**config.mk**
```make
export PLATFORM = sky130hd
export DESIGN_NAME = multi_channel_liveness_watchdog_flat
export DESIGN_NICKNAME = d
export VERILOG_FILES = /design/src/mclw_pkg.sv /design/src/mclw_req_if.sv /design/src/mclw_rsp_if.sv /design/src/multi_channel_liveness_watchdog.sv /design/src/flat_wrapper.sv
export SDC_FILE = /design/constraint.sdc
export NUM_CORES = 2
export LEC_CHECK = 0
export ABC_CLOCK_PERIOD_IN_PS = 23000
export BUFFER_PORTS_ARGS = -buffer_cell sky130_fd_sc_hd__buf_4
export CORE_UTILIZATION = 55
export CTS_CLUSTER_SIZE = 20
export DETAILED_ROUTE_END_ITERATION = 8
export PLACE_DENSITY = 0.78
export SYNTH_ARGS = -nofsm -noshare
export SYNTH_HDL_FRONTEND = slang
export SYNTH_SLANG_ARGS = --single-unit
export TNS_END_PERCENT = 50
```
**constraint.sdc**
```tcl
create_clock -name clock -period 23 [get_ports clock]
set_clock_uncertainty 0.2 [all_clocks]
set_input_delay 1.15 -clock clock [delete_from_list [all_inputs] [get_ports clock]]
set_output_delay 1.15 -clock clock [all_outputs]
set_load 0.02 [all_outputs]
```
**src/mclw_pkg.sv**
```systemverilog
// Package for the multi-channel liveness watchdog: request/response payload types,
// operation and status codes, register map and reset values. No dependencies.
`default_nettype none

package mclw_pkg;

   // Table size default, handed to the top level parameter.
   localparam int unsigned SLOTS_DEFAULT = 16;

   // Register reset values.
   localparam logic [31:0] GRACE_RESET = 32'd60000;
   localparam int unsigned TICK_W      = 10;
   localparam logic [TICK_W-1:0] TICK_RESET = TICK_W'(1);

   // Limit arithmetic: period * 3, saturating.
   localparam logic [31:0] LIMIT_MAX  = 32'hFFFF_FFFF;
   localparam logic [31:0] PERIOD_SAT = LIMIT_MAX / 32'd3;

   // Operation codes.
   localparam logic [1:0] OP_REGISTER = 2'd0;
   localparam logic [1:0] OP_ALIVE    = 2'd1;
   localparam logic [1:0] OP_SCAN     = 2'd2;

   // Status codes.
   localparam logic [1:0] STATUS_OK      = 2'd0;
   localparam logic [1:0] STATUS_BAD_ARG = 2'd1;
   localparam logic [1:0] STATUS_FULL    = 2'd2;

   // Register map: registers at byte address 4*i, read as 32-bit words.
   localparam int unsigned CSR_ADDR_W  = 3;
   localparam int unsigned CSR_SEL_BIT = 2;
   localparam logic        CSR_GRACE   = 1'b0;
   localparam logic        CSR_TICK    = 1'b1;

   localparam logic [7:0] NULL_ID = 8'd0;

   typedef struct packed {
      logic [1:0]  op;
      logic [7:0]  task_id;
      logic [31:0] task_period;
      logic [31:0] now_tick;
      logic        kernel_running;
      logic [7:0]  holder_id;
   } req_type;

   typedef struct packed {
      logic [1:0]  status;
      logic        escalate;
      logic        deferred;
      logic [3:0]  slot_index;
      logic [7:0]  stalled_id;
      logic [31:0] silence_span;
      logic [31:0] deadline_span;
      logic [31:0] stall_period;
      logic [31:0] deferral_count;
   } rsp_type;

endpackage

`default_nettype wire

```
**src/mclw_req_if.sv**
```systemverilog
// Request channel of the liveness watchdog: valid/ready handshake and request payload.
// Depends on mclw_pkg.
`default_nettype none

interface mclw_req_if import mclw_pkg::*; ();
   logic    valid;
   logic    ready;
   req_type payload;

   modport source (output valid, output payload, input ready);
   modport sink   (input valid, input payload, output ready);
endinterface

`default_nettype wire

```
**src/mclw_rsp_if.sv**
```systemverilog
// Response channel of the liveness watchdog: valid/ready handshake and response payload.
// Depends on mclw_pkg.
`default_nettype none

interface mclw_rsp_if import mclw_pkg::*; ();
   logic    valid;
   logic    ready;
   rsp_type payload;

   modport source (output valid, output payload, input ready);
   modport sink   (input valid, input payload, output ready);
endinterface

`default_nettype wire

```
**src/multi_channel_liveness_watchdog.sv**
```systemverilog
// Top level of the multi-channel liveness watchdog: slot table in two memories,
// sweep controller and APB-style register port. Depends on mclw_pkg, mclw_req_if, mclw_rsp_if.
//
// Usage:
//  - req_chan carries one request: register a task, report it alive, or scan the table.
//    Each request yields exactly one response on rsp_chan.
//  - Register, alive and scan requests sweep the whole table, one slot per cycle through
//    the single read port of the slot memories. Requests refused for a bad argument skip
//    the sweep and go straight to the finish step.
//  - One request is in flight at a time: req_chan.ready is high only while the block is
//    idle, so a new request is taken only once the last answer has left the controller.
//  - The response sits in an output register. The next request is accepted while it
//    waits; that request's answer holds in the controller until the register is free,
//    so a stalled receiver stalls the block after one request.
//  - Reset (synchronous, active high) clears all slot flags, the deferral count and the
//    registers (grace 60000 ms, 1 ms per tick). Slot ids, periods and ticks are not
//    cleared; a slot is read only once its used flag is set. No clearing pass is needed.
//  - grace_ms lies at byte address 0, tick_ms at 4. Write them only while idle.
`default_nettype none

module multi_channel_liveness_watchdog import mclw_pkg::*; #(
   parameter int unsigned SLOTS = SLOTS_DEFAULT
) (
   input  logic                  clock,
   input  logic                  reset,
   mclw_req_if.sink              req_chan,
   mclw_rsp_if.source            rsp_chan,
   input  logic                  psel,
   input  logic                  penable,
   input  logic                  pwrite,
   input  logic [CSR_ADDR_W-1:0] paddr,
   input  logic [31:0]           pwdata,
   output logic [31:0]           prdata,
   output logic                  pready
);

   localparam int unsigned IDX_W = (SLOTS > 1) ? $clog2(SLOTS) : 1;
   localparam logic [IDX_W-1:0] LAST_IDX = IDX_W'(SLOTS - 1);

   typedef enum logic [1:0] {
      ST_IDLE,
      ST_SWEEP,
      ST_DRAIN,
      ST_FINISH
   } state_type;

   // ---------------------------------------------------------------------------------
   // Configuration registers
   // ---------------------------------------------------------------------------------
   logic [31:0]       grace_ff;
   logic [TICK_W-1:0] tick_ff;

   assign pready = 1'b1;

   always_ff @(posedge clock) begin
      if (reset) begin
         grace_ff <= GRACE_RESET;
         tick_ff  <= TICK_RESET;
      end else if (psel && penable && pwrite) begin
         if (paddr[CSR_SEL_BIT] == CSR_TICK) begin
            tick_ff <= pwdata[TICK_W-1:0];
         end else begin
            grace_ff <= pwdata;
         end
      end
   end

   assign prdata = (paddr[CSR_SEL_BIT] == CSR_TICK) ? 32'(tick_ff) : grace_ff;

   // ---------------------------------------------------------------------------------
   // Slot memories: id and period in one, last tick in the other
   // ---------------------------------------------------------------------------------
   logic [39:0] meta_mem [SLOTS];
   logic [31:0] tick_mem [SLOTS];
   logic [39:0] meta_rd_ff;
   logic [31:0] tick_rd_ff;

   // Per-slot flags live in flip-flops so that reset clears them at once.
   logic [SLOTS-1:0] used_ff;
   logic [SLOTS-1:0] seeded_ff;
   logic [SLOTS-1:0] armed_ff;
   logic [SLOTS-1:0] latched_ff;

   state_type        state_ff;
   req_type          req_ff;
   logic             bad_ff;
   logic [IDX_W-1:0] idx_ff;

   // Stage 1: memory data valid for slot idx1_ff.
   logic             v1_ff;
   logic [IDX_W-1:0] idx1_ff;

   // Stage 2: elapsed time and raw limit of a seeded slot.
   logic             v2_ff;
   logic [IDX_W-1:0] idx2_ff;
   logic [7:0]       task2_ff;
   logic [31:0]      period2_ff;
   logic [31:0]      el2_ff;
   logic [31:0]      lim3_ff;
   logic             armed2_ff;
   logic             latched2_ff;

   // Sweep results.
   logic             hit_found_ff;
   logic [IDX_W-1:0] hit_idx_ff;
   logic             free_found_ff;
   logic [IDX_W-1:0] free_idx_ff;
   logic             found_ff;
   logic [IDX_W-1:0] found_idx_ff;
   logic [7:0]       found_task_ff;
   logic [31:0]      found_el_ff;
   logic [31:0]      found_lim_ff;
   logic [31:0]      found_per_ff;

   logic [31:0] deferrals_ff;
   rsp_type     rsp_ff;
   logic        rsp_valid_ff;

   // ---------------------------------------------------------------------------------
   // Stage 1 logic
   // ---------------------------------------------------------------------------------
   logic [7:0]  rd_task;
   logic [31:0] rd_period;
   logic        s1_used;
   logic        s1_seeded;
   logic        is_scan;
   logic        id_match;
   logic        seed_now;
   logic        check_now;
   logic [31:0] tick_diff;
   logic [41:0] el_prod;
   logic [31:0] lim3;

   assign rd_task   = meta_rd_ff[39:32];
   assign rd_period = meta_rd_ff[31:0];
   assign s1_used   = used_ff[idx1_ff];
   assign s1_seeded = seeded_ff[idx1_ff];
   assign is_scan   = (req_ff.op == OP_SCAN);

   assign id_match  = v1_ff && !is_scan && s1_used && (rd_task == req_ff.task_id);
   // Seed an unseeded slot; it is not checked on this scan.
   assign seed_now  = v1_ff && is_scan && s1_used && !s1_seeded;
   assign check_now = v1_ff && is_scan && s1_used && s1_seeded;

   // Elapsed ms wraps to 32 bits, like the tick difference.
   assign tick_diff = req_ff.now_tick - tick_rd_ff;
   assign el_prod   = {10'd0, tick_diff} * {32'd0, tick_ff};
   assign lim3      = (rd_period > PERIOD_SAT) ? LIMIT_MAX
                                               : rd_period + {rd_period[30:0], 1'b0};

   // ---------------------------------------------------------------------------------
   // Stage 2 logic: grace raise for unarmed slots, then the deadline compare
   // ---------------------------------------------------------------------------------
   logic [31:0] lim_adj;
   logic        stall_now;

   assign lim_adj   = (!armed2_ff && (lim3_ff < grace_ff)) ? grace_ff : lim3_ff;
   assign stall_now = v2_ff && (el2_ff > lim_adj) && !latched2_ff && !found_ff;

   // ---------------------------------------------------------------------------------
   // Finish step: decide the response and the table update
   // ---------------------------------------------------------------------------------
   logic             out_free;
   logic             fin;
   logic             fin_reg;
   logic             fin_alive;
   logic [IDX_W-1:0] fin_idx;
   logic             esc;
   logic [31:0]      deferrals_in;
   rsp_type          rsp_in;

   assign out_free  = !rsp_valid_ff || rsp_chan.ready;
   assign fin       = (state_ff == ST_FINISH) && out_free;
   assign fin_reg   = fin && !bad_ff && (req_ff.op == OP_REGISTER)
                      && (hit_found_ff || free_found_ff);
   assign fin_alive = fin && !bad_ff && (req_ff.op == OP_ALIVE) && hit_found_ff;
   assign fin_idx   = hit_found_ff ? hit_idx_ff : free_idx_ff;

   // Escalate unless the flagged task holds the lock; otherwise defer and count.
   assign esc = (found_task_ff != NULL_ID)
                && ((req_ff.holder_id == NULL_ID) || (req_ff.holder_id != found_task_ff));

   always_comb begin
      rsp_in       = '0;
      deferrals_in = deferrals_ff;
      priority if (bad_ff) begin
         rsp_in.status = STATUS_BAD_ARG;
      end else if (req_ff.op == OP_REGISTER) begin
         rsp_in.status = (hit_found_ff || free_found_ff) ? STATUS_OK : STATUS_FULL;
      end else if (is_scan && found_ff) begin
         rsp_in.escalate      = esc;
         rsp_in.deferred      = !esc;
         rsp_in.slot_index    = 4'(found_idx_ff);
         rsp_in.stalled_id    = found_task_ff;
         rsp_in.silence_span  = found_el_ff;
         rsp_in.deadline_span = found_lim_ff;
         rsp_in.stall_period  = found_per_ff;
         if (!esc) begin
            deferrals_in = deferrals_ff + 32'd1;
         end
      end else begin
         rsp_in.status = STATUS_OK;
      end
      rsp_in.deferral_count = deferrals_in;
   end

   // ---------------------------------------------------------------------------------
   // Memory ports: one read per cycle at the sweep index, one write per memory
   // ---------------------------------------------------------------------------------
   logic             tick_we;
   logic [IDX_W-1:0] tick_waddr;
   logic [31:0]      tick_wdata;

   always_comb begin
      tick_we    = 1'b0;
      tick_waddr = idx1_ff;
      tick_wdata = req_ff.now_tick;
      priority if (seed_now) begin
         tick_we = 1'b1;
      end else if (fin_reg) begin
         tick_we    = 1'b1;
         tick_waddr = fin_idx;
         tick_wdata = req_ff.kernel_running ? req_ff.now_tick : 32'd0;
      end else if (fin_alive) begin
         tick_we    = 1'b1;
         tick_waddr = hit_idx_ff;
      end else begin
         tick_we = 1'b0;
      end
   end

   always_ff @(posedge clock) begin
      if (fin_reg) begin
         meta_mem[fin_idx] <= {req_ff.task_id, req_ff.task_period};
      end
      meta_rd_ff <= meta_mem[idx_ff];
   end

   always_ff @(posedge clock) begin
      if (tick_we) begin
         tick_mem[tick_waddr] <= tick_wdata;
      end
      tick_rd_ff <= tick_mem[idx_ff];
   end

   // ---------------------------------------------------------------------------------
   // Controller: state, sweep pipeline, flags and the response register
   // ---------------------------------------------------------------------------------
   logic req_fire;
   logic bad_in;
   logic req_ready_w;

   assign req_ready_w = (state_ff == ST_IDLE);
   assign req_fire    = req_chan.valid && req_ready_w;

   // Refuse null ids, zero periods and the unknown op without a sweep.
   assign bad_in = ((req_chan.payload.op == OP_REGISTER)
                    && ((req_chan.payload.task_id == NULL_ID)
                        || (req_chan.payload.task_period == 32'd0)))
                   || ((req_chan.payload.op == OP_ALIVE)
                       && (req_chan.payload.task_id == NULL_ID))
                   || ((req_chan.payload.op != OP_REGISTER)
                       && (req_chan.payload.op != OP_ALIVE)
                       && (req_chan.payload.op != OP_SCAN));

   assign req_chan.ready = req_ready_w;

   always_ff @(posedge clock) begin
      if (reset) begin
         state_ff      <= ST_IDLE;
         v1_ff         <= 1'b0;
         v2_ff         <= 1'b0;
         used_ff       <= '0;
         seeded_ff     <= '0;
         armed_ff      <= '0;
         latched_ff    <= '0;
         deferrals_ff  <= 32'd0;
         rsp_valid_ff  <= 1'b0;
         hit_found_ff  <= 1'b0;
         free_found_ff <= 1'b0;
         found_ff      <= 1'b0;
         idx_ff        <= '0;
      end else begin
         // Advance the sweep pipeline.
         v1_ff       <= (state_ff == ST_SWEEP);
         idx1_ff     <= idx_ff;
         v2_ff       <= check_now;
         idx2_ff     <= idx1_ff;
         task2_ff    <= rd_task;
         period2_ff  <= rd_period;
         el2_ff      <= el_prod[31:0];
         lim3_ff     <= lim3;
         armed2_ff   <= armed_ff[idx1_ff];
         latched2_ff <= latched_ff[idx1_ff];

         // Record the first slot that holds the id and the first free slot.
         if (id_match && !hit_found_ff) begin
            hit_found_ff <= 1'b1;
            hit_idx_ff   <= idx1_ff;
         end
         if (v1_ff && !s1_used && !free_found_ff) begin
            free_found_ff <= 1'b1;
            free_idx_ff   <= idx1_ff;
         end
         if (seed_now) begin
            seeded_ff[idx1_ff] <= 1'b1;
         end

         // Capture the first stall of the scan.
         if (stall_now) begin
            found_ff      <= 1'b1;
            found_idx_ff  <= idx2_ff;
            found_task_ff <= task2_ff;
            found_el_ff   <= el2_ff;
            found_lim_ff  <= lim_adj;
            found_per_ff  <= period2_ff;
         end

         // Drop the response once taken, unless a new one replaces it in the same cycle.
         if (rsp_valid_ff && rsp_chan.ready && !fin) begin
            rsp_valid_ff <= 1'b0;
         end

         unique case (state_ff)
            ST_IDLE: begin
               if (req_fire) begin
                  req_ff        <= req_chan.payload;
                  bad_ff        <= bad_in;
                  idx_ff        <= '0;
                  hit_found_ff  <= 1'b0;
                  free_found_ff <= 1'b0;
                  found_ff      <= 1'b0;
                  state_ff      <= bad_in ? ST_FINISH : ST_SWEEP;
               end
            end
            ST_SWEEP: begin
               if (idx_ff == LAST_IDX) begin
                  state_ff <= ST_DRAIN;
               end else begin
                  idx_ff <= idx_ff + IDX_W'(1);
               end
            end
            ST_DRAIN: begin
               if (!v1_ff && !v2_ff) begin
                  state_ff <= ST_FINISH;
               end
            end
            ST_FINISH: begin
               if (out_free) begin
                  rsp_ff       <= rsp_in;
                  rsp_valid_ff <= 1'b1;
                  deferrals_ff <= deferrals_in;
                  state_ff     <= ST_IDLE;
                  if (fin_reg) begin
                     used_ff[fin_idx]    <= 1'b1;
                     seeded_ff[fin_idx]  <= req_ff.kernel_running;
                     armed_ff[fin_idx]   <= 1'b0;
                     latched_ff[fin_idx] <= 1'b0;
                  end
                  if (fin_alive) begin
                     seeded_ff[hit_idx_ff]  <= 1'b1;
                     armed_ff[hit_idx_ff]   <= 1'b1;
                     latched_ff[hit_idx_ff] <= 1'b0;
                  end
                  // Latch an escalated slot; a deferred one stays open for a retry.
                  if (!bad_ff && is_scan && found_ff) begin
                     latched_ff[found_idx_ff] <= esc;
                  end
               end
            end
            default: begin
               state_ff <= ST_IDLE;
            end
         endcase
      end
   end

   assign rsp_chan.valid   = rsp_valid_ff;
   assign rsp_chan.payload = rsp_ff;

endmodule

`default_nettype wire

```
**src/flat_wrapper.sv**
```systemverilog
// flat-port wrapper written by rule: the top's interface ports become plain ports
module multi_channel_liveness_watchdog_flat import mclw_pkg::*;
#(
   parameter int unsigned SLOTS = SLOTS_DEFAULT
)
  (clock, reset, psel, penable, pwrite, paddr, pwdata, prdata, pready, req_chan_valid, req_chan_payload, req_chan_ready, rsp_chan_valid, rsp_chan_payload, rsp_chan_ready);
  mclw_req_if req_chan_i ();
  mclw_rsp_if rsp_chan_i ();
  input  logic clock;
  input  logic reset;
  input  logic psel;
  input  logic penable;
  input  logic pwrite;
  input  logic [CSR_ADDR_W-1:0] paddr;
  input  logic [31:0] pwdata;
  output logic [31:0] prdata;
  output logic pready;
  input wire logic [$bits(req_chan_i.valid)-1:0] req_chan_valid;
  input wire logic [$bits(req_chan_i.payload)-1:0] req_chan_payload;
  output wire logic [$bits(req_chan_i.ready)-1:0] req_chan_ready;
  output wire logic [$bits(rsp_chan_i.valid)-1:0] rsp_chan_valid;
  output wire logic [$bits(rsp_chan_i.payload)-1:0] rsp_chan_payload;
  input wire logic [$bits(rsp_chan_i.ready)-1:0] rsp_chan_ready;
  assign req_chan_i.valid = req_chan_valid;
  assign req_chan_i.payload = req_chan_payload;
  assign req_chan_ready = req_chan_i.ready;
  assign rsp_chan_valid = rsp_chan_i.valid;
  assign rsp_chan_payload = rsp_chan_i.payload;
  assign rsp_chan_i.ready = rsp_chan_ready;
  multi_channel_liveness_watchdog #(.SLOTS(SLOTS)) u_core (.clock(clock), .reset(reset), .req_chan(req_chan_i), .rsp_chan(rsp_chan_i), .psel(psel), .penable(penable), .pwrite(pwrite), .paddr(paddr), .pwdata(pwdata), .prdata(prdata), .pready(pready));
endmodule
```
==> results.toml <==
[synthesis]
yosysWarnings = 0
avgSynthCellArea_sq_um = 16.1
async_flop_share_pct = 0
yosys.cell_types.count = 83
ys_ff_latch = 1832
netlist_area_sq_um = 80800
ys.flop_type = "edfxtp_1"
synth_nets = 5519
netlist_instances = 5001
synth-edff-count = 1610
seq_area_frac_synth_pct = 65.4

[setup_path]
r2r_slack_ns = 13.99
cpLargestDelayFamily = "adder cells"
worst-setup-path-type = "register to register"
end_kind = "register"
arrival_ns = 9.35
worstSetupStartpointType = "register"
crit_fanout = 10
critPathBufInv = 4
cpPeakStageDelay_ns = 0.77
cp.required_ns = 23.34
crit_slowest_cell = "xnor2_1"

[floorplan]
die_w_microns = 385
start_util_pct = 55.4
row_count = 140
core_area_sq_um = 146000
io_pins = 304
dieArea_sq_um = 148000
fp.dieH_microns = 385

[cts]
clk_pin_slew_worst_paths_ns = 0.06
root_buffer = "clkbuf_16"
cts_buffer_depth = 3
postCtsSetupBuffers = 0
hold_buffers = 0
clkLatencyLatePin_ns = 0.82
post_cts_resized = 0
cts_tree = "done"
cts_buffers = 172
htreeDepth = 4
cts_num_sinks = 1832

[drt]
first_iter_violations = 5415
highest_layer = "met5"
met3WireLength_mm = 19.8
met2_length_mm = 97.2
wl_per_cell_microns = 27.4
met1_length_mm = 77.9
vias_per_cell = 6.16
drcViolationCount = 0
drtAntennaViolNets = 0
drtPass1Iterations = 6
route.vias.total = 45800
wl_mm = 203

[placed_design]
placed_area_sq_um = 85600
gp_congestion = 0.903
dp_slack_ns = 14.09
hpwl_mm = 121
dp.cells = 7120
portBuffers = 300

[sta]
fin_worst_hold_slack_ns = 0.216
rsz0062_at_grt = "false"
setup_viol = 0
max_clock_freq_ghz = 0.111
tightest_slew_ns = 1.31
relSlewSlack_pct = 12.2
drv_slew = 0
fin_crit_ns = 9.01
period_share_pct = 39.2
setup_tns_ns = 0
finalHoldViolations = 0
final.setup.worst_slack_ns = 13.99

[power]
p_int_mw = 6.23
switching_share_pct = 28.3
power_density_nw_per_um2 = 95.3
combPwrFrac_pct = 21.8
power_frac_seq_pct = 46.0
power_switching_mw = 2.46
ir_worst_vdd_mv = 0.104
leakagePower_nw = 32.2
finalPower_mw = 8.69
p_clk_share_pct = 32.2

[cells_and_area]
final_nets = 5895
layout.cells.non_filler = 7437
multi_input_area_sq_um = 26300
regArea_sq_um = 52800
design_area_sq_um = 91100
final_util_pct = 62.5
drive_gt1_share_pct = 20.5
fillCellCount = 10000
syn2layout_area_growth_pct = 12.9
antenna_cells = 0

[flow_run]
drv_cap = 0

[outcome]
outcome = "finished clean"

[global_routing]
grt_pass1_vias = 46000
grt_max_degree = 109
overflow = 0
grt_first_pass_wirelength_mm = 297
antenna_found_initial = 6
grt_usage_pct = 27.5

[hold_path]
hp-class = "register to register"
-- cells by family after synthesis --
| group | Yosys count | synth area share (%) |
|---|---|---|
| compound gates | 506 | 3.88 |
| xor+xnor | 169 | 1.89 |
| fa+ha+maj | 393 | 7.95 |
| buf+inv | 494 | 2.31 |
| flops | 1832 | 65.4 |
| mux | 447 | 11.5 |
| other cells | 1 | 0.00464 |
| simple gates | 1159 | 7.12 |
-- power groups by stage --
stage          clock network (mW)  registers [mW]  logic, mW
5_1_grt                      2.94            4.01       2.06
2_1_floorplan                   0            3.99       1.36
6_report                     2.80            4.00       1.89
3_5_place_dp                    0            4.07       1.86
3_3_place_gp                    0            4.06       1.82
4_1_cts                      2.82            4.00       1.89
-- cells in the final DEF, fill, tap and decap left out, types with 30 or more instances in the layout --
cell type / synthesis / final
xnor2_1: 93 / 93
clkbuf_16: 0 / 175
mux2_2: 34 / 34
nor2_1: 246 / 221
clkbuf_1: 151 / 40
a21o_1: 56 / 56
xor2_1: 72 / 72
nor2b_1: 72 / 71
dfxtp_1: 222 / 218
nand2_1: 347 / 347
nor3_1: 36 / 36
edfxtp_1: 1610 / 1610
mux2i_1: 33 / 33
fa_1: 200 / 200
nand3_1: 36 / 36
inv_1: 308 / 296
clkinv_2: 0 / 39
and2_1: 252 / 252
buf_4: 1 / 387
mux4_2: 380 / 380
nand2b_1: 40 / 40
ha_1: 193 / 193
nand4_1: 30 / 30
o21ai_0: 99 / 99
a21oi_1: 199 / 199
-- per-layer routing --
metal | vias up | track usage, %
met5 | - | 0
met4 | 2 | 11.6
met3 | 444 | 5.52
met2 | 2696 | 44.1
met1 | 23300 | 36.9
li1 | 19400 | -
-- final timing paths --
check / start / cells after the start / to
worst max-delay path: u_core.req_ff[11]$_DFFE_PP_ / 29 / u_core.el2_ff[31]$_DFFE_PN_
worst min-delay path: u_core.period2_ff[15]$_DFFE_PN_ / 0 / u_core.found_per_ff[15]$_DFFE_PP_
worst max register to register: u_core.req_ff[11]$_DFFE_PP_ / 29 / u_core.el2_ff[31]$_DFFE_PN_
worst min register to register: u_core.period2_ff[15]$_DFFE_PN_ / 0 / u_core.found_per_ff[15]$_DFFE_PP_
-- sequential cells by signal, indices dropped and copies added, names as in the netlist, 40 cells and up --
name	count
u_core.meta_mem	640
u_core.meta_rd_ff	40
u_core.req_ff	83
u_core.rsp_chan.payload	144
u_core.tick_mem	512
-- layout make-up --
| class | count | area share (%) |
|---|---|---|
| clock buffer | 231 | 5.20 |
| tap | 1917 | 2.63 |
| inverter | 308 | 1.28 |
| sequential | 1832 | 57.9 |
| clock inverter | 86 | 0.866 |
| multi-input combinational | 2675 | 28.9 |
| timing repair buffer | 388 | 3.21 |
-- cell usage after synthesis, drive strengths merged, types with 24 or more instances --
library cell | number | area [sq um]
mux2i | 33 | 330
and3 | 24 | 150
ha | 193 | 2410
nor2b | 72 | 450
inv | 308 | 1160
nand2 | 347 | 1300
nor3 | 36 | 180
o21ai | 100 | 500
nand2b | 40 | 250
dfxtp | 222 | 4440
nor2 | 246 | 923
mux4 | 380 | 8560
and2 | 252 | 1580
xnor2 | 93 | 815
buf | 35 | 144
mux2 | 34 | 383
nand3 | 36 | 180
fa | 200 | 4000
nand4 | 30 | 188
a21oi | 199 | 996
xor2 | 73 | 647
edfxtp | 1610 | 48300
a21o | 57 | 429
clkbuf | 151 | 567
(Power assumes the default switching activity.)
